--- config.mk ---
export PLATFORM = sky130hd
export DESIGN_NAME = rmask_ram
export DESIGN_NICKNAME = d
export VERILOG_FILES = /design/src/hdl/red_marker_mask_with_opening_core_assert.svh /design/src/hdl/rmask_ram.sv
export SDC_FILE = /design/constraint.sdc
export NUM_CORES = 2
export LEC_CHECK = 0
export ABC_AREA = 1
export BUFFER_PORTS_ARGS = -buffer_cell sky130_fd_sc_hd__buf_2
export CORE_ASPECT_RATIO = 1.4
export CORE_MARGIN = 3
export CORE_UTILIZATION = 30
export CTS_CLUSTER_SIZE = 25
export DETAILED_ROUTE_END_ITERATION = 10
export HOLD_SLACK_MARGIN = 0.1
export PLACE_DENSITY_LB_ADDON = 0.25
export SLEW_MARGIN = 20
export SYNTH_ARGS = -nofsm -noshare
export SYNTH_HDL_FRONTEND = slang
export SYNTH_SLANG_ARGS = --single-unit
--- constraint.sdc ---
create_clock -name clk -period 2.38 [get_ports clk]
set_clock_uncertainty 0.15 [all_clocks]
set_input_delay 0.714 -clock clk [delete_from_list [all_inputs] [get_ports clk]]
set_output_delay 0.714 -clock clk [all_outputs]
set_load 0.02 [all_outputs]
--- src/hdl/red_marker_mask_with_opening_core_assert.svh ---
// Assertion macros for the red marker mask core.
// Needs clk and rst_n in the scope of the module that expands them.
`ifndef RED_MARKER_MASK_WITH_OPENING_CORE_ASSERT_SVH
`define RED_MARKER_MASK_WITH_OPENING_CORE_ASSERT_SVH

`ifndef SYNTH
// same-cycle implication
`define RMASK_ASSERT_IMP(lbl, ante, cons, msg) \
    lbl: assert property (@(posedge clk) disable iff (!rst_n) (ante) |-> (cons)) \
        else $error(msg);
// next-cycle implication
`define RMASK_ASSERT_NXT(lbl, ante, cons, msg) \
    lbl: assert property (@(posedge clk) disable iff (!rst_n) (ante) |=> (cons)) \
        else $error(msg);
`else
`define RMASK_ASSERT_IMP(lbl, ante, cons, msg)
`define RMASK_ASSERT_NXT(lbl, ante, cons, msg)
`endif

`endif

--- src/hdl/rmask_ram.sv ---
// Generic simple dual-port RAM: one write port, one read port, registered read.
// No dependencies.
module rmask_ram
#(
    parameter int WIDTH = 2,
    parameter int DEPTH = 1024
)
(
    input  logic                     clk,
    input  logic                     wr_en,
    input  logic [$clog2(DEPTH)-1:0] wr_addr,
    input  logic [WIDTH-1:0]         wr_data,
    input  logic                     rd_en,
    input  logic [$clog2(DEPTH)-1:0] rd_addr,
    output logic [WIDTH-1:0]         rd_data
);

    logic [WIDTH-1:0] mem_reg [DEPTH];
    logic [WIDTH-1:0] rd_data_reg;

    always_ff @(posedge clk)
    begin
        if (wr_en)
        begin
            mem_reg[wr_addr] <= wr_data;
        end
        if (rd_en)
        begin
            rd_data_reg <= mem_reg[rd_addr];
        end
    end

    assign rd_data = rd_data_reg;

endmodule

==> flow_summary.toml <==
[yosys]
synth.area.mux_share_pct = 0
synth_fa_ha_area_share_pct = 0
synth_cells = 7976
synth-simple-area-share_pct = 25.6
synth_edf_count = 2050
synth_top_family_by_area = "simple AND/OR/NAND/NOR gates"
ys.flop_type = "edfxtp_1"
yosysSeqAreaShare_pct = 70.8
synthXorXnorAreaFrac_pct = 0
ys_types = 16
syn_avg_cell_area_um2 = 10.9
synth_seq_cells = 2050
async_reset_ff_share_pct = 0
synth_nets = 8001
synth_area_um2 = 87000
synth_warnings = 0
synth_compound_area_share_pct = 0

[critical_path]
worst-path-stages = 1
slowest_delay_ns = 0.66
ff2ff_setup_slack_ns = 0.15
r2r_start = "mem_reg[118][1]"
worstSetupStartpointType = "flop"
worst_r2r_endpoint = "rd_data[1]"
critical_path.top_delay_family = "flip-flops"
path_class = "flop to output port"
path_max_fanout = 1
arrival_ns = 1.70
path_cells = "buf_6"
path_buf_inv = 1
crit_end = "rd_data[0]"
cp_slowest_cell = "edfxtp_1"
endpoint_kind = "output port"
crit_path_start = "rd_data[0]"
reg2regPathDepth = 13
required_ns = 1.52

[drt]
drt_iter0_markers = 5594
via_per_inst = 5.16
drt-pass1-iter-count = 5
drc = 0
wl_met3_um = 17100
vias = 62500
wl_met2_um = 149000
wl_met1_um = 114000
wl_um = 295000
post_drt_wl_per_cell_um = 24.4
top_layer = "met5"
ant_nets = 0

[die]
start_util_pct = 30.2
rows = 233
die_h_um = 643
core_um2 = 288000
fp.dieW_um = 461
die_area_um2 = 297000
io_pins = 27

[grt]
antenna_found_initial = 9
grt.overflow.total = 0
grt_pass1_wl_um = 424000
grt_pass1_vias = 62300
grt_max_degree = 119
grt_usage_pct = 19.4

[cells_and_area]
post-route-util_pct = 36.1
largest_register_ff_count = 2048
area_delta_synth_final_pct = 19.5
ff_latch_area_um2 = 61600
fin_nets = 8227
multi_input_area_um2 = 22800
fillers = 28300
layout_common_cells = "nand2_1 (2,097), edfxtp_1 (2,050), nand3_1 (1,988)"
layout-drive-gt1-share_pct = 12.4
layout.cells.most_common = "nand2_1"

[outcome]
status = "finished with violations"
violations = "negative setup slack"

[hold_path]
hold_start = "wr_data[1]"
hold_path_class = "input port to flop"

[timing]
fin_crit_ns = 2.57
hold_viol_final = 0
worst_slack_ns = -0.187
relSlewSlack_pct = 58.6
rsz0062_at_grt = "yes"
clock.fmax_ghz = 0.390
drv_slew = 0
setup_viol = 2
period_share_pct = 108
tightest_slew_ns = 0.621

[pwr]
power.leakage_nw = 35.7
power_density_nw_per_um2 = 739
ir_drop_v = 0.000535

[placed_design]
pre_cts_slack_ns = -1.24
dpl.hpwl_um = 187000
gp_congestion = 0.842
io_buffers = 26

[clock_tree]
cts_tree = "built"
cts_sinks = 2050
cts_buffers = 191
cts_root_buf = "clkbuf_16"
clkTransAtPathRegs_ns = 0.06
clock_latency_ns = 0.86
h-tree-depth = 4
cts_max_path_buffers = 4

[job]
cap_violations = 0
==> stage by stage <==
step | hold WS (ns) | area [um2] | total power, W | std cells | TNS [ns]
2_1_floorplan | 0.663 | 87300 | 0.0431 | 7976 | -0.000506
3_3_place_gp | 0.954 | 96900 | 0.0460 | 11700 | -356.69
3_5_place_dp | 0.955 | 96900 | 0.0461 | 11700 | -391.68
4_1_cts | 0.225 | 103000 | 0.0773 | 12100 | -0.375
5_1_grt | 0.264 | 104000 | 0.0790 | 12100 | -0.342
6_report | 0.276 | 104000 | 0.0768 | 12100 | -0.267
==> cell type report <==
| cell class | instances | area share [%] |
|---|---|---|
| timing repair buffer | 678 | 8.11 |
| multi-input combinational | 5236 | 22.0 |
| inverter | 45 | 0.209 |
| clock buffer | 219 | 4.76 |
| sequential | 2050 | 59.2 |
| antenna | 2 | 0.00481 |
| clock inverter | 117 | 1.20 |
| tap | 3760 | 4.53 |
==> where the power goes <==
part	internal, W	switching (W)
Combinational	0.00188	0.00386
Sequential	0.0397	0.0000178
Clock	0.0177	0.0136
==> how the worst min path moves through the flow <==
stage               slack (ns)         endpoint  cells past startpoint
global placement          0.95  mem_reg[465][0]                      1
finish                    0.28  mem_reg[791][1]                      2
detailed placement        0.95  mem_reg[462][0]                      1
global route              0.26  mem_reg[788][1]                      2
floorplan                 0.66    mem_reg[0][0]                      0
CTS                       0.23  mem_reg[791][1]                      2
==> synth_stat cells (2+ instances only) <==
master	count	area share, %
buf_1	69	0.30
buf_2	257	1.5
buf_4	53	0.46
buf_6	5	0.065
clkbuf_1	260	1.1
clkinv_1	2	0.0086
edfxtp_1	2050	71
inv_1	40	0.17
inv_2	2	0.0086
nand2_1	2119	9.1
nand3_1	2049	12
nand4_1	5	0.036
nor2_1	1039	4.5
nor3_1	24	0.14
==> routing by layer <==
metal	vias to the layer above	track usage, %
met5	-	0
met4	8	8.62
met3	542	2.26
met2	2149	34.1
met1	31600	23.7
li1	28200	-
==> repair_timing <==
action	in CTS	in global routing
gates resized for setup	18	78
buffers inserted	0	11
hold endpoints to repair	14	0
cloned	0	7
hold buffers	3	0
pin swaps	0	7
endpoints found under the setup margin	4	4
==> cell families after synthesis <==
logic type / Yosys count
buffers and inverters: 690
DFF: 2050
and+or+nand+nor: 5236
Note: power is estimated with default switching activity, not from simulation.
